File: config.mk
export PLATFORM = sky130hd
export DESIGN_NAME = wildcard_mask_matcher
export DESIGN_NICKNAME = d
export VERILOG_FILES = /design/src/sv/wmm_pkg.sv /design/src/sv/wildcard_mask_matcher.sv /design/src/sv/wmm_ctrl.sv /design/src/sv/wmm_dp.sv
export VERILOG_INCLUDE_DIRS = /design/src /design/src/sv
export SDC_FILE = /design/constraint.sdc
export NUM_CORES = 2
export LEC_CHECK = 0
export BUFFER_PORTS_ARGS = -buffer_cell sky130_fd_sc_hd__buf_2
export CAP_MARGIN = 20
export CELL_PAD_IN_SITES_DETAIL_PLACEMENT = 0
export CELL_PAD_IN_SITES_GLOBAL_PLACEMENT = 1
export CORE_UTILIZATION = 40
export CTS_BUF_LIST = sky130_fd_sc_hd__clkbuf_4
export CTS_CLUSTER_SIZE = 28
export DETAILED_ROUTE_END_ITERATION = 10
export HOLD_SLACK_MARGIN = 0.02
export PLACE_DENSITY = 0.7
export SYNTH_ARGS = -nofsm -noshare
export SYNTH_HDL_FRONTEND = slang
export SYNTH_SLANG_ARGS = --single-unit
File: constraint.sdc
create_clock -name clk -period 11.9 [get_ports clk]
set_input_delay 1.19 -clock clk [delete_from_list [all_inputs] [get_ports clk]]
set_output_delay 1.19 -clock clk [all_outputs]
set_load 0.01 [all_outputs]
File: src/sv/wildcard_mask_matcher_assert.svh
// Assertion macros shared by the wildcard mask matcher modules.
// Expects clk and rst_n in the scope where a macro is used.
`ifndef WILDCARD_MASK_MATCHER_ASSERT_SVH
`define WILDCARD_MASK_MATCHER_ASSERT_SVH

// Same-cycle implication, disabled during reset.
`define WMM_ASSERT_IMP(label, ante, cons) \
    label: assert property (@(posedge clk) disable iff (!rst_n) (ante) |-> (cons)) \
        else $error("wmm: same-cycle check failed");

// Next-cycle implication, disabled during reset.
`define WMM_ASSERT_NXT(label, ante, cons) \
    label: assert property (@(posedge clk) disable iff (!rst_n) (ante) |=> (cons)) \
        else $error("wmm: next-cycle check failed");

`endif

File: src/sv/wmm_pkg.sv
// Package for the wildcard mask matcher: capacities, byte codes, item types,
// controller states and the command/status structs. No dependencies.
`default_nettype none

package wmm_pkg;

    localparam int MASK_CAPACITY = 128;
    localparam int NAME_CAPACITY = 128;

    localparam int MASK_AW = (MASK_CAPACITY > 1) ? $clog2(MASK_CAPACITY) : 1;
    localparam int NAME_AW = (NAME_CAPACITY > 1) ? $clog2(NAME_CAPACITY) : 1;
    localparam int MASK_LW = $clog2(MASK_CAPACITY + 1);
    localparam int NAME_LW = $clog2(NAME_CAPACITY + 1);

    localparam logic [MASK_LW-1:0] MASK_CAP_L = MASK_LW'(MASK_CAPACITY);
    localparam logic [NAME_LW-1:0] NAME_CAP_L = NAME_LW'(NAME_CAPACITY);

    localparam logic [1:0] KIND_MASK = 2'd0;
    localparam logic [1:0] KIND_NAME = 2'd1;
    localparam logic [1:0] KIND_RUN  = 2'd2;

    localparam logic [7:0] STAR_BYTE   = 8'h2A;
    localparam logic [7:0] QUERY_BYTE  = 8'h3F;
    localparam logic [7:0] ESCAPE_BYTE = 8'h5C;

    localparam logic [15:0] SCORE_MAX = 16'hFFFF;

    typedef struct packed {
        logic [1:0] kind;
        logic [7:0] ch;
    } wmm_item_t;

    typedef struct packed {
        logic        matched;
        logic [15:0] score;
        logic        overflowed;
    } wmm_result_t;

    typedef enum logic [2:0] {
        S_IDLE,
        S_WALK,
        S_FALL,
        S_STAR,
        S_NEND,
        S_TAIL,
        S_DONE
    } wmm_state_t;

    typedef enum logic [2:0] {
        OP_HOLD,
        OP_INIT,
        OP_ADV,
        OP_DEC,
        OP_TAIL_START,
        OP_STEP,
        OP_STEP_WILD,
        OP_BACK
    } wmm_op_t;

    typedef struct packed {
        logic    accept_en;
        wmm_op_t op;
        logic    look_back;
        logic    res_load;
        logic    res_hit;
        logic    finish;
    } wmm_cmd_t;

    typedef struct packed {
        logic run_req;
        logic overflow;
        logic mask_empty;
        logic name_empty;
        logic mask_end;
        logic name_end;
        logic mask_star;
        logic step_hit;
        logic back_ok;
        logic tail_query;
        logic tail_star_ok;
        logic out_ready;
    } wmm_status_t;

endpackage

`default_nettype wire

File: src/sv/wildcard_mask_matcher.sv
// Wildcard mask matcher. Items of kind 0 and 1 append a nonzero byte to the
// mask or the name buffer (128 bytes each); a byte that finds its buffer full
// is dropped and flags overflow. A kind 2 item runs the backtracking matcher
// ('*' any run, '?' one byte, backslash escapes, ASCII letters compare without
// case) and yields one result: matched, score (steps plus one, saturating;
// zero on a miss) and overflowed; both buffers are then cleared. A run steps
// through each byte compare (a mismatch restarts behind the last star in the
// same cycle as the compare), each skipped '*', each check at the end of the
// mask or the name, and each mask tail position examined, so its time grows
// with backtracking; the single controller walk over the two byte buffers
// sets this. The run then waits in its done state while an earlier result is
// still stalled at the output. Items stall while a run is in progress.
// Appends are accepted while an earlier result still waits at the output.
// Kind 3 is accepted and ignored. Depends on wmm_pkg, wmm_ctrl and wmm_dp.
`default_nettype none

module wildcard_mask_matcher (
    input  wire logic            clk,
    input  wire logic            rst_n,
    input  wire logic            item_valid,
    output logic                 item_stall,
    input  wmm_pkg::wmm_item_t   item,
    output logic                 result_valid,
    input  wire logic            result_stall,
    output wmm_pkg::wmm_result_t result
);

    wmm_pkg::wmm_cmd_t    cmd;
    wmm_pkg::wmm_status_t status;

    wmm_ctrl u_ctrl (
        .clk    (clk),
        .rst_n  (rst_n),
        .status (status),
        .cmd    (cmd)
    );

    wmm_dp u_dp (
        .clk          (clk),
        .rst_n        (rst_n),
        .item_valid   (item_valid),
        .item_stall   (item_stall),
        .item         (item),
        .result_valid (result_valid),
        .result_stall (result_stall),
        .result       (result),
        .cmd          (cmd),
        .status       (status)
    );

endmodule

`default_nettype wire

File: src/sv/wmm_ctrl.sv
// Controller for the wildcard mask matcher: sequences one run of the matcher.
// Depends on wmm_pkg and wildcard_mask_matcher_assert.svh.
`default_nettype none
`include "wildcard_mask_matcher_assert.svh"

module wmm_ctrl (
    input  wire logic          clk,
    input  wire logic          rst_n,
    input  wmm_pkg::wmm_status_t status,
    output wmm_pkg::wmm_cmd_t    cmd
);

    wmm_pkg::wmm_state_t state_reg;
    wmm_pkg::wmm_state_t state_next;

    always_ff @(posedge clk or negedge rst_n)
    begin
        if (!rst_n)
        begin
            state_reg <= wmm_pkg::S_IDLE;
        end
        else
        begin
            state_reg <= state_next;
        end
    end

    always_comb
    begin
        state_next = state_reg;
        unique case (state_reg)
            wmm_pkg::S_IDLE:
            begin
                if (status.run_req)
                begin
                    if (status.overflow || status.mask_empty)
                        state_next = wmm_pkg::S_DONE;
                    else
                        state_next = wmm_pkg::S_WALK;
                end
            end
            wmm_pkg::S_WALK:
            begin
                if (status.mask_end)
                    state_next = status.name_end ? wmm_pkg::S_DONE : wmm_pkg::S_TAIL;
                else if (status.name_end)
                    state_next = wmm_pkg::S_NEND;
                else if (status.mask_star)
                    state_next = wmm_pkg::S_STAR;
                else if (status.step_hit || status.back_ok)
                    state_next = wmm_pkg::S_WALK;
                else
                    state_next = wmm_pkg::S_DONE;
            end
            wmm_pkg::S_FALL:
            begin
                if (status.mask_star)
                    state_next = wmm_pkg::S_STAR;
                else if (status.step_hit || status.back_ok)
                    state_next = wmm_pkg::S_WALK;
                else
                    state_next = wmm_pkg::S_DONE;
            end
            wmm_pkg::S_STAR:
            begin
                if (status.mask_star)
                    state_next = wmm_pkg::S_STAR;
                else if (status.step_hit || !status.name_end)
                    state_next = wmm_pkg::S_WALK;
                else
                    state_next = wmm_pkg::S_DONE;
            end
            wmm_pkg::S_NEND:
            begin
                state_next = status.mask_star ? wmm_pkg::S_NEND : wmm_pkg::S_DONE;
            end
            wmm_pkg::S_TAIL:
            begin
                if (status.tail_query)
                    state_next = wmm_pkg::S_TAIL;
                else if (status.tail_star_ok)
                    state_next = wmm_pkg::S_DONE;
                else if (status.back_ok)
                    state_next = wmm_pkg::S_FALL;
                else
                    state_next = wmm_pkg::S_DONE;
            end
            wmm_pkg::S_DONE:
            begin
                if (status.out_ready)
                    state_next = wmm_pkg::S_IDLE;
            end
            default:
            begin
                state_next = wmm_pkg::S_IDLE;
            end
        endcase
    end

    always_comb
    begin
        cmd           = '0;
        cmd.op        = wmm_pkg::OP_HOLD;
        cmd.accept_en = (state_reg == wmm_pkg::S_IDLE);
        // Second mask port looks one byte back while scanning the mask tail.
        cmd.look_back = (state_next == wmm_pkg::S_TAIL);
        unique case (state_reg)
            wmm_pkg::S_IDLE:
            begin
                if (status.run_req)
                begin
                    cmd.op       = wmm_pkg::OP_INIT;
                    cmd.res_load = 1'b1;
                    cmd.res_hit  = !status.overflow && status.mask_empty && status.name_empty;
                end
            end
            wmm_pkg::S_WALK:
            begin
                if (status.mask_end)
                begin
                    if (status.name_end)
                    begin
                        cmd.res_load = 1'b1;
                        cmd.res_hit  = 1'b1;
                    end
                    else
                    begin
                        cmd.op = wmm_pkg::OP_TAIL_START;
                    end
                end
                else if (status.name_end)
                begin
                    cmd.op = wmm_pkg::OP_HOLD;
                end
                else if (status.mask_star)
                begin
                    cmd.op = wmm_pkg::OP_ADV;
                end
                else
                begin
                    cmd.op       = wmm_pkg::OP_STEP;
                    cmd.res_load = !(status.step_hit || status.back_ok);
                end
            end
            wmm_pkg::S_FALL:
            begin
                if (status.mask_star)
                begin
                    cmd.op = wmm_pkg::OP_ADV;
                end
                else
                begin
                    cmd.op       = wmm_pkg::OP_STEP;
                    cmd.res_load = !(status.step_hit || status.back_ok);
                end
            end
            wmm_pkg::S_STAR:
            begin
                if (status.mask_star)
                begin
                    cmd.op = wmm_pkg::OP_ADV;
                end
                else
                begin
                    cmd.op       = wmm_pkg::OP_STEP_WILD;
                    cmd.res_load = !(status.step_hit || !status.name_end);
                end
            end
            wmm_pkg::S_NEND:
            begin
                if (status.mask_star)
                begin
                    cmd.op = wmm_pkg::OP_ADV;
                end
                else
                begin
                    cmd.res_load = 1'b1;
                    cmd.res_hit  = status.mask_end;
                end
            end
            wmm_pkg::S_TAIL:
            begin
                if (status.tail_query)
                begin
                    cmd.op = wmm_pkg::OP_DEC;
                end
                else if (status.tail_star_ok)
                begin
                    cmd.res_load = 1'b1;
                    cmd.res_hit  = 1'b1;
                end
                else if (status.back_ok)
                begin
                    cmd.op = wmm_pkg::OP_BACK;
                end
                else
                begin
                    cmd.res_load = 1'b1;
                end
            end
            wmm_pkg::S_DONE:
            begin
                cmd.finish = status.out_ready;
            end
            default:
            begin
                cmd.op = wmm_pkg::OP_HOLD;
            end
        endcase
    end

    // A run with a refused byte never walks the buffers.
    `WMM_ASSERT_IMP(a_no_walk_on_overflow,
        (state_reg != wmm_pkg::S_IDLE) && (state_reg != wmm_pkg::S_DONE),
        !status.overflow)

endmodule

`default_nettype wire

File: src/sv/wmm_dp.sv
// Datapath for the wildcard mask matcher: byte buffers, walk pointers,
// step counter and result register. Depends on wmm_pkg and the assert header.
`default_nettype none
`include "wildcard_mask_matcher_assert.svh"

module wmm_dp (
    input  wire logic            clk,
    input  wire logic            rst_n,
    input  wire logic            item_valid,
    output logic                 item_stall,
    input  wmm_pkg::wmm_item_t   item,
    output logic                 result_valid,
    input  wire logic            result_stall,
    output wmm_pkg::wmm_result_t result,
    input  wmm_pkg::wmm_cmd_t    cmd,
    output wmm_pkg::wmm_status_t status
);

    localparam int MLW = wmm_pkg::MASK_LW;
    localparam int NLW = wmm_pkg::NAME_LW;
    localparam int MAW = wmm_pkg::MASK_AW;
    localparam int NAW = wmm_pkg::NAME_AW;

    function automatic logic [7:0] fold_case(input logic [7:0] c);
        logic [7:0] r;
        r = c;
        if (c >= 8'h41 && c <= 8'h5A)
            r = c + 8'h20;
        return r;
    endfunction

    logic [7:0] mask_mem_reg [wmm_pkg::MASK_CAPACITY];
    logic [7:0] name_mem_reg [wmm_pkg::NAME_CAPACITY];
    logic [7:0] mask_qa_reg;
    logic [7:0] mask_qb_reg;
    logic [7:0] name_q_reg;

    logic [MLW-1:0] mask_len_reg, mask_len_next;
    logic [NLW-1:0] name_len_reg, name_len_next;
    logic           ovf_reg, ovf_next;
    logic [MLW-1:0] m_reg, m_next;
    logic [MLW-1:0] ms_reg, ms_next;
    logic [NLW-1:0] n_reg, n_next;
    logic [NLW-1:0] ns_reg, ns_next;
    logic           wild_reg, wild_next;
    logic [15:0]    count_reg, count_next;
    logic           hit_reg, hit_next;
    logic           result_valid_reg, result_valid_next;
    wmm_pkg::wmm_result_t result_reg;

    logic           mask_we, name_we;
    logic           append_ok;
    logic           mask_end, name_end;
    logic [7:0]     mb, nb, nxt, eff;
    logic           esc;
    logic           step_hit;
    logic [MLW-1:0] m_plus1, m_adv;
    logic [NLW-1:0] n_adv;
    logic [MLW-1:0] ms_eff;
    logic [NLW-1:0] ns_eff;
    logic [NLW-1:0] ns_plus1;
    logic [MLW-1:0] m_prev_next, m_succ_next;
    logic [MAW-1:0] mask_addr_a, mask_addr_b;
    logic [15:0]    count_sat, score;

    // Buffer loading
    assign item_stall = !cmd.accept_en;
    assign append_ok  = cmd.accept_en && item_valid && (item.ch != 8'd0);
    assign mask_we    = append_ok && (item.kind == wmm_pkg::KIND_MASK)
                        && (mask_len_reg < wmm_pkg::MASK_CAP_L);
    assign name_we    = append_ok && (item.kind == wmm_pkg::KIND_NAME)
                        && (name_len_reg < wmm_pkg::NAME_CAP_L);

    always_comb
    begin
        mask_len_next = mask_len_reg;
        name_len_next = name_len_reg;
        ovf_next      = ovf_reg;
        if (cmd.finish)
        begin
            mask_len_next = '0;
            name_len_next = '0;
            ovf_next      = 1'b0;
        end
        else
        begin
            if (mask_we)
                mask_len_next = mask_len_reg + MLW'(1);
            if (name_we)
                name_len_next = name_len_reg + NLW'(1);
            // Drop a byte that finds its buffer full and remember it.
            if (append_ok && !mask_we && !name_we
                && ((item.kind == wmm_pkg::KIND_MASK) || (item.kind == wmm_pkg::KIND_NAME)))
                ovf_next = 1'b1;
        end
    end

    // Bytes under the pointers; stored bytes are never zero, so the end reads as zero.
    assign mask_end = (m_reg >= mask_len_reg);
    assign name_end = (n_reg >= name_len_reg);
    assign mb       = mask_end ? 8'd0 : mask_qa_reg;
    assign nb       = name_end ? 8'd0 : name_q_reg;
    assign m_plus1  = m_reg + MLW'(1);
    assign nxt      = (m_plus1 < mask_len_reg) ? mask_qb_reg : 8'd0;
    assign esc      = (mb == wmm_pkg::ESCAPE_BYTE)
                      && ((nxt == wmm_pkg::STAR_BYTE) || (nxt == wmm_pkg::QUERY_BYTE));
    assign eff      = esc ? nxt : mb;
    assign step_hit = (fold_case(eff) == fold_case(nb))
                      || ((eff == wmm_pkg::QUERY_BYTE) && !esc);

    always_comb
    begin
        if (esc)
            m_adv = m_reg + MLW'(2);
        else if (!mask_end)
            m_adv = m_plus1;
        else
            m_adv = m_reg;
    end

    assign n_adv     = name_end ? n_reg : n_reg + NLW'(1);
    assign count_sat = (count_reg == wmm_pkg::SCORE_MAX) ? count_reg : count_reg + 16'd1;
    assign ms_eff    = (cmd.op == wmm_pkg::OP_STEP_WILD) ? m_reg : ms_reg;
    assign ns_eff    = (cmd.op == wmm_pkg::OP_STEP_WILD) ? n_reg : ns_reg;
    assign ns_plus1  = ns_eff + NLW'(1);

    always_comb
    begin
        m_next     = m_reg;
        n_next     = n_reg;
        ms_next    = ms_reg;
        ns_next    = ns_reg;
        wild_next  = wild_reg;
        count_next = count_reg;
        unique case (cmd.op)
            wmm_pkg::OP_HOLD:
            begin
                m_next = m_reg;
            end
            wmm_pkg::OP_INIT:
            begin
                m_next     = '0;
                n_next     = '0;
                ms_next    = '0;
                ns_next    = '0;
                wild_next  = 1'b0;
                count_next = '0;
            end
            wmm_pkg::OP_ADV:
            begin
                m_next = m_plus1;
            end
            wmm_pkg::OP_DEC:
            begin
                m_next = m_reg - MLW'(1);
            end
            wmm_pkg::OP_TAIL_START:
            begin
                m_next = mask_len_reg - MLW'(1);
            end
            wmm_pkg::OP_STEP, wmm_pkg::OP_STEP_WILD:
            begin
                if (cmd.op == wmm_pkg::OP_STEP_WILD)
                begin
                    wild_next = 1'b1;
                    ms_next   = m_reg;
                    ns_next   = n_reg;
                end
                if (step_hit)
                begin
                    m_next     = m_adv;
                    n_next     = n_adv;
                    count_next = count_sat;
                end
                else
                begin
                    // Restart one name byte later behind the last star.
                    m_next  = ms_eff;
                    ns_next = ns_plus1;
                    n_next  = ns_plus1;
                end
            end
            wmm_pkg::OP_BACK:
            begin
                m_next  = ms_reg;
                ns_next = ns_plus1;
                n_next  = ns_plus1;
            end
            default:
            begin
                m_next = m_reg;
            end
        endcase
    end

    assign m_prev_next = m_next - MLW'(1);
    assign m_succ_next = m_next + MLW'(1);
    assign mask_addr_a = m_next[MAW-1:0];
    assign mask_addr_b = cmd.look_back ? m_prev_next[MAW-1:0] : m_succ_next[MAW-1:0];

    // Read at the next pointer values so the data lines up with the pointers.
    always_ff @(posedge clk)
    begin
        if (mask_we)
            mask_mem_reg[mask_len_reg[MAW-1:0]] <= item.ch;
        mask_qa_reg <= mask_mem_reg[mask_addr_a];
        mask_qb_reg <= mask_mem_reg[mask_addr_b];
    end

    always_ff @(posedge clk)
    begin
        if (name_we)
            name_mem_reg[name_len_reg[NAW-1:0]] <= item.ch;
        name_q_reg <= name_mem_reg[n_next[NAW-1:0]];
    end

    // Result register
    assign hit_next          = cmd.res_load ? cmd.res_hit : hit_reg;
    assign score             = !hit_reg ? 16'd0 : count_sat;
    assign result_valid_next = cmd.finish ? 1'b1 : (result_valid_reg && result_stall);

    always_ff @(posedge clk)
    begin
        if (cmd.finish)
        begin
            result_reg.matched    <= hit_reg;
            result_reg.score      <= score;
            result_reg.overflowed <= ovf_reg;
        end
    end

    always_ff @(posedge clk or negedge rst_n)
    begin
        if (!rst_n)
        begin
            mask_len_reg     <= '0;
            name_len_reg     <= '0;
            ovf_reg          <= 1'b0;
            m_reg            <= '0;
            n_reg            <= '0;
            ms_reg           <= '0;
            ns_reg           <= '0;
            wild_reg         <= 1'b0;
            count_reg        <= '0;
            hit_reg          <= 1'b0;
            result_valid_reg <= 1'b0;
        end
        else
        begin
            mask_len_reg     <= mask_len_next;
            name_len_reg     <= name_len_next;
            ovf_reg          <= ovf_next;
            m_reg            <= m_next;
            n_reg            <= n_next;
            ms_reg           <= ms_next;
            ns_reg           <= ns_next;
            wild_reg         <= wild_next;
            count_reg        <= count_next;
            hit_reg          <= hit_next;
            result_valid_reg <= result_valid_next;
        end
    end

    assign result_valid = result_valid_reg;
    assign result       = result_reg;

    // The controller only looks at the run request while it is idle.
    always_comb
    begin
        status              = '0;
        status.run_req      = item_valid && (item.kind == wmm_pkg::KIND_RUN);
        status.overflow     = ovf_reg;
        status.mask_empty   = (mask_len_reg == '0);
        status.name_empty   = (name_len_reg == '0);
        status.mask_end     = mask_end;
        status.name_end     = name_end;
        status.mask_star    = (mb == wmm_pkg::STAR_BYTE);
        status.step_hit     = step_hit;
        status.back_ok      = wild_reg && (ns_reg < name_len_reg);
        status.tail_query   = (mask_qa_reg == wmm_pkg::QUERY_BYTE) && (m_reg != '0);
        status.tail_star_ok = (mask_qa_reg == wmm_pkg::STAR_BYTE) && (m_reg != '0)
                              && (mask_qb_reg != wmm_pkg::ESCAPE_BYTE);
        status.out_ready    = !result_valid_reg || !result_stall;
    end

    // Star skipping only moves over stored bytes.
    `WMM_ASSERT_IMP(a_adv_inside_mask, (cmd.op == wmm_pkg::OP_ADV), (m_reg < mask_len_reg))
    // Tail scan never steps below the first mask byte.
    `WMM_ASSERT_IMP(a_dec_above_zero, (cmd.op == wmm_pkg::OP_DEC),
        (m_reg != '0) && (m_reg < mask_len_reg))
    // Delivering a result empties both buffers and the overflow flag.
    `WMM_ASSERT_NXT(a_finish_clears, cmd.finish,
        (mask_len_reg == '0) && (name_len_reg == '0) && !ovf_reg && result_valid_reg)

endmodule

`default_nettype wire

* After elaboration in Yosys (flattened, before gate mapping) *
Memories as Yosys holds them, arrays and structs flattened. A register that Yosys moved wholly into a read port is not among the register bits.
Index checks and enable logic that the tools add are counted.

operators by class
  mux-type cells = 76
  bitwise gates (word level) = 0
  $lt $le $gt $ge = 10
  reduce and logical (&&, ||, !) cells = 54
  $add $sub $neg = 13
  multipliers = 0
  shift-type cells = 0
  divide/modulo/power cells = 0
  equal/unequal tests = 29

operators with widths
  operator               number
  $mux 8                 18
  $mux 3                 20
  $pmux 8 s7             1
  $eq 8x6->1 const B     6
  $pmux 8 s3             2
  $add 8x1->8 const B    5
  $mux 16                2
  $pmux 16 s2            1
  $eq 3x3->1 const B     8
  $logic_and 1x1->1      21
  $pmux 3 s7             1
  $mux 1                 18
  $pmux 3 s6             1
  $add 16x1->16 const B  1
  $add 8x6->8 const B    2
  $eq 16x16->1 const B   1
  $ge 8x7->1 const B     2
  $ge 8x8->1             2
  $le 8x7->1 const B     2
  $logic_not 8->1        2
  $lt 8x8->1             2
  $lt 8x8->1 const B     2
  $pmux 8 s2             1
  $reduce_bool 8->1      2
  other kinds (26)       59

word-level totals
  ROM bits = 0
  output and inout port bits = 20
  bits in writable memories = 2048
  input port bits = 14
  logic and storage cells = 200
  latch bits = 0
  register bits after elaboration = 89
  memories = 2

memories
  name               depth  bits a word  rd ports  clocked after memory_dff  wr ports  RTL line      text
  u_dp.mask_mem_reg  128    8            2         2                         1         wmm_dp.sv:32  logic [7:0] mask_mem_reg [wmm_pkg::MASK_CAPACITY];
  u_dp.name_mem_reg  128    8            1         1                         1         wmm_dp.sv:33  logic [7:0] name_mem_reg [wmm_pkg::NAME_CAPACITY];

* Depth between registers and ports, before layout *
  depth in word-level cells = 20
  mapped depth = 39
  mapped depth without buffers = 31

* Hierarchy *
A second synthesis with hierarchy kept.

second synthesis, totals
  cell total of the unflattened synthesis = 8804
  area total of the unflattened synthesis = 99125.1 µm²

modules (own cells, without submodules)
  module    times used  cells each  area an instance (µm²)  seq. area each (µm²)
  wmm_dp    1           8724        98584.6                 64221.6
  wmm_ctrl  1           80          540.5                   75.1

* Worst setup path after synthesis *
No wires, ideal clock.

  path kind = reg2reg
  start = reg u_dp.m_reg[3]
  end = reg u_dp.mask_qb_reg[7] (read register of u_dp.mask_mem_reg)
  period minus slack after synthesis = 9.118 ns
  data required time = 11.767 ns
  path slack = 2.782 ns
  stages on the path, launching flop included = 38
  path buffers = 12
  data arrival time = 8.985 ns
  setup time = 0.133 ns
  cell sequence = dfrtp_1 -> clkbuf_1 -> and3_1 -> nand2_1 -> nor2_1 -> xor2_1 -> ha_1 -> a21oi_1 -> o21ai_0 -> nor3_1 -> clkbuf_1 -> nor2_1 -> ha_1 -> nand2b_1 -> a21oi_1 -> a2bb2oi_1 -> mux2i_1 -> nand3b_1 -> [2 not listed] -> a32oi_1 -> o22a_1 -> buf_4 -> buf_2 -> buf_2 -> buf_2 -> buf_2 -> ha_1 -> clkbuf_1 -> clkbuf_1 -> clkbuf_1 -> clkbuf_1 -> buf_1 -> mux4_2 -> a211oi_1 -> a211oi_1 -> a2111oi_0 -> nor4_1

on the way
  elaborated cells between the ends (all ways) = 66
  those cells by class = add/sub: 6; order compare: 4; eq/ne: 14; mux: 28; reduce/logical: 14

RTL lines
  element                                     RTL line                      text
  start: declaration                          wmm_dp.sv:41                  logic [MLW-1:0] m_reg, m_next;
  start signal: assignment                    wmm_dp.sv:253                 m_reg <= m_next;
  $add 8x1->8                                 wmm_dp.sv:103                 assign m_plus1 = m_reg + MLW'(1);
  $lt 8x8->1                                  wmm_dp.sv:104                 assign nxt = (m_plus1 < mask_len_reg) ? mask_qb_reg : 8'd0;
  $mux 8                                      wmm_dp.sv:104
  $eq 8x6->1                                  wmm_dp.sv:106                 && ((nxt == wmm_pkg::STAR_BYTE) || (nxt == wmm_pkg::QUERY_BYTE));
  $logic_or 1x1->1                            wmm_dp.sv:106
  $logic_and 1x1->1                           wmm_dp.sv:106
  $mux 8                                      wmm_dp.sv:107                 assign eff = esc ? nxt : mb;
  $ge 8x7->1 or $le 8x7->1 (tied branches)    wmm_dp.sv:27                  if (c >= 8'h41 && c <= 8'h5A)
  $logic_and 1x1->1                           wmm_dp.sv:27
  $mux 8                                      wmm_dp.sv:27
  $eq 8x8->1                                  wmm_dp.sv:108                 assign step_hit = (fold_case(eff) == fold_case(nb))
  $logic_or 1x1->1                            wmm_dp.sv:109                 || ((eff == wmm_pkg::QUERY_BYTE) && !esc);
  $mux 8                                      wmm_dp.sv:169                 if (step_hit)
  $pmux 8 s7 (*)                              wmm_dp.sv:135                 unique case (cmd.op)
  via u_dp.m_next[0]                          wmm_dp.sv:41
  $add 7x1->7 or $sub 7x1->7 (tied branches)  wmm_dp.sv:197, wmm_dp.sv:196
  $mux 7 (*)                                  wmm_dp.sv:199                 assign mask_addr_b = cmd.look_back ? m_prev_next[MAW-1:0] : m_succ_next[MAW-1:0];
  end: declaration                            wmm_dp.sv:35                  logic [7:0] mask_qb_reg;

Mark *: on every way through the listed nets, which the timed path passes. The rest lies on a longest branch.
A chain may end at the register's enable or synchronous reset.

* Worst setup path in the final report *
  start = reg u_dp.m_reg[2]
  end = reg u_dp.mask_qb_reg[2] (read register of u_dp.mask_mem_reg)

The elaborated chain is that of the path after synthesis.

==> reports/metrics.csv <==
stage;metric;value;unit
timing;unrepaired setup endpoints after global routing;false;
detailed_routing;via count;61700;
timing;period utilization;0.841;
yosys;Post-synth EDFFs;2066;
global_route;initial antenna violation count;9;
floorplan;core area;241000;um2
cells_and_area;area delta synth->final;12.0;%
detailed_routing;Post-Route WL;301;mm
setup_path;Reg-to-Reg End;u_dp.mask_qb_reg[2]$_DFF_P_;
yosys;Synth async-reset ratio;0.0329;
setup_path;FF-to-FF path depth;31;
timing;final hold vios;0;
detailed_routing;met1 wire length;119;mm
placed_design;routability cong.;0.968;
yosys;Gate Count Post-Synth;6433;
detailed_routing;DR vias/cell;5.93;
yosys;flops & latches, synth;2161;
setup_path;most frequent cell on the critical path;ha_1;
yosys;library cells used by synthesis;90;
yosys;post-synth top area share;0.637;
detailed_routing;Routed Antenna Nets;0;
cts;clk_lat worst skew;1.42;ns
timing;Worst Tran Pin Value;1.21;ns
floorplan;die area;246000;um2
setup_path;Max stage delay on crit path;0.78;ns
detailed_routing;DRC Markers;0;
job;Max-cap violations;0;
global_route;GRT overflow;0;
setup_path;crit path buf inv count;2;
cells_and_area;area of the multi-input gates;31500;um2
cts;root buf cell;clkbuf_4;
placed_design;placed cell area;102000;um2
setup_path;Slowest cell on crit path;nor3_1;
cts;Clk pin slew, worst setup/hold paths;0.06;ns
setup_path;CP delay by family, top;simple AND/OR/NAND/NOR gates;
yosys;post-synth top area cell;edfxtp_1;
cts;post-CTS setup buffer count;0;
yosys;count leader, synth;edfxtp_1;
cts;CTS tree;built;
floorplan;chip width;496;um
floorplan;I/O pin count;34;
detailed_routing;met3 wire length;23.8;mm
min_path;worst hold endpoint;u_dp.name_mem_reg[107][6]$_DFFE_PP_;
yosys;Synth Cell Area;97400;um2
global_route;GRT Resource Usage Total;0.242;
detailed_routing;post-detailed-route wirelength per cell;28.9;um
detailed_routing;wire length on met2;142;mm
setup_path;worst flop-to-flop path startpoint;u_dp.m_reg[2]$_DFF_PN0_;
timing;fin crit period;10.01;ns
timing;f_max;99.9;MHz
timing;Final Max Slew Viols;0;
cells_and_area;Sequential Area;64300;um2
placed_design;I/O Buffers;33;
setup_path;crit path max fanout;25;
timing;Post-Route Setup TNS;0;ns
min_path;hold depth;1;
floorplan;Die Ht;496;um
global_route;first-pass GRT wire length;429;mm
cts;H-tree Lvls;6;
yosys;Synth Area per Inst;15.1;um2
cells_and_area;final core area utilization;0.452;
setup_path;WP data arrival;11.29;ns
setup_path;Crit Path Category;register to register;
floorplan;num rows;180;
setup_path;crit path capture type;register;
detailed_routing;Max Used Layer;met5;
global_route;vias in the first global route;61400;
floorplan;initial core utilization;0.404;
yosys;Seq/Total Area, Yosys;0.660;
timing;Setup-failing EPs final;0;
yosys;top_reg_cell synth;edfxtp_1;
cells_and_area;Total Nets Final;6912;
yosys;ranking of synthesized cells by area;edfxtp_1 64%, mux4_2 9.2%, mux2i_1 7.6%;
run_status;outcome;completed;
detailed_routing;Starting DRT DRC Count;6874;
yosys;Syn Nets;6495;
timing;Worst slew margin;0.169;
setup_path;Crit path required time;13.18;ns
min_path;HP Start;item[6];
cts;CTS max path bufs;4;
detailed_routing;Pre-antenna DRT Iters;6;
yosys;YS warnings;0;
placed_design;HPWL Detailed;195;mm
setup_path;r2r setup slk;1.89;ns
cts;CTS buffer count;563;
min_path;Hold Crit Class;input pin to register;
yosys;Synth top cells by count;2066 x edfxtp_1, 753 x nand2_1, 736 x mux2i_1;
cells_and_area;layout cells sized above 1;0.222;
cells_and_area;Design Area, Final;109000;um2
global_route;largest net degree at the start of global routing;143;
cells_and_area;Layout fillers;21500;
cts;clock sink count;2161;
setup_path;critical path launch point type;register;
timing;Layout Skew;0.0898;ns
[area by class of cell]
| cell class | instances | area share |
|---|---|---|
| Inverter | 43 | 0.00157 |
| Antenna cell | 14 | 0.000321 |
| Sequential cell | 2161 | 0.589 |
| Multi-Input combinational cell | 3830 | 0.289 |
| Clock inverter | 134 | 0.00728 |
| Tap cell | 3185 | 0.0365 |
| Clock buffer | 799 | 0.0550 |
| Timing Repair Buffer | 251 | 0.0208 |
[how the worst max path moves through the flow]
stage | slack, ns | startpoint | cells past startpoint | endpoint
after floorplan | 2.78 | u_dp.m_reg[3]$_DFF_PN0_ | 37 | u_dp.mask_qb_reg[7]$_DFF_P_
after global placement | 1.59 | u_dp.m_reg[2]$_DFF_PN0_ | 30 | u_dp.mask_qb_reg[7]$_DFF_P_
after detailed placement | 1.80 | u_dp.m_reg[2]$_DFF_PN0_ | 31 | u_dp.mask_qb_reg[5]$_DFF_P_
after CTS | 1.88 | u_dp.m_reg[2]$_DFF_PN0_ | 31 | u_dp.mask_qb_reg[5]$_DFF_P_
after global routing | 1.40 | u_dp.m_reg[2]$_DFF_PN0_ | 31 | u_dp.mask_qb_reg[2]$_DFF_P_
final | 1.89 | u_dp.m_reg[2]$_DFF_PN0_ | 31 | u_dp.mask_qb_reg[2]$_DFF_P_
[cell usage in the layout, fill, tap and decap left out, types with 20 or more instances in the layout]
master and n:
a211o_1 25, a211oi_1 29, a21oi_1 139, a221oi_1 34, a22oi_1 102, a31oi_1 34, a32oi_1 38, and3_1 55
buf_2 26, buf_4 147, buf_6 47, clkbuf_4 799, clkinv_1 101, dfrtp_1 71, dfxtp_1 24, edfxtp_1 2066
ha_1 47, inv_1 36, mux2_2 69, mux2i_1 736, mux4_2 398, nand2_1 749, nand3_1 301, nand4_1 73
nor2_1 417, nor2b_1 26, nor3_1 34, nor4_1 20, o21ai_0 97, o22ai_1 26, or3_1 22, xnor2_1 38
[routing by layer]
| metal | vias up | global-route usage |
|---|---|---|
| li1 | 26600 | - |
| met1 | 31400 | 0.314 |
| met2 | 3030 | 0.382 |
| met3 | 630 | 0.0494 |
| met4 | 6 | 0.128 |
| met5 | - | 0 |
[repair_timing]
| action | in CTS | in global routing |
|---|---|---|
| hold endpoints to repair | 43 | 0 |
| hold buffers | 4 | 0 |
| resized for setup | 0 | 0 |
[metrics by stage]
step	hold WS (ns)	setup WS, ns	std cells
floorplan	0.453	2.78	6433
global placement	0.473	1.59	9400
detailed placement	0.486	1.80	9442
CTS	0.0450	1.88	10400
global route	0.0645	1.40	10400
finish	0.186	1.89	10400
[logic make-up (layout without fill, tap and decap cells)]
family | after synthesis | count (layout) | synth area share
xor+xnor | 58 | 58 | 0.00529
compound gates | 729 | 729 | 0.0532
flops | 2161 | 2161 | 0.660
simple gates | 1792 | 1792 | 0.0816
other cells | 0 | 14 | 0
buf+inv | 442 | 1227 | 0.0182
fa+ha+maj | 48 | 48 | 0.00616
mux | 1203 | 1203 | 0.176
Power is left out: the tool's default activity adds up to more than one toggle a clock period on the data nets, which glitch-free logic cannot reach.
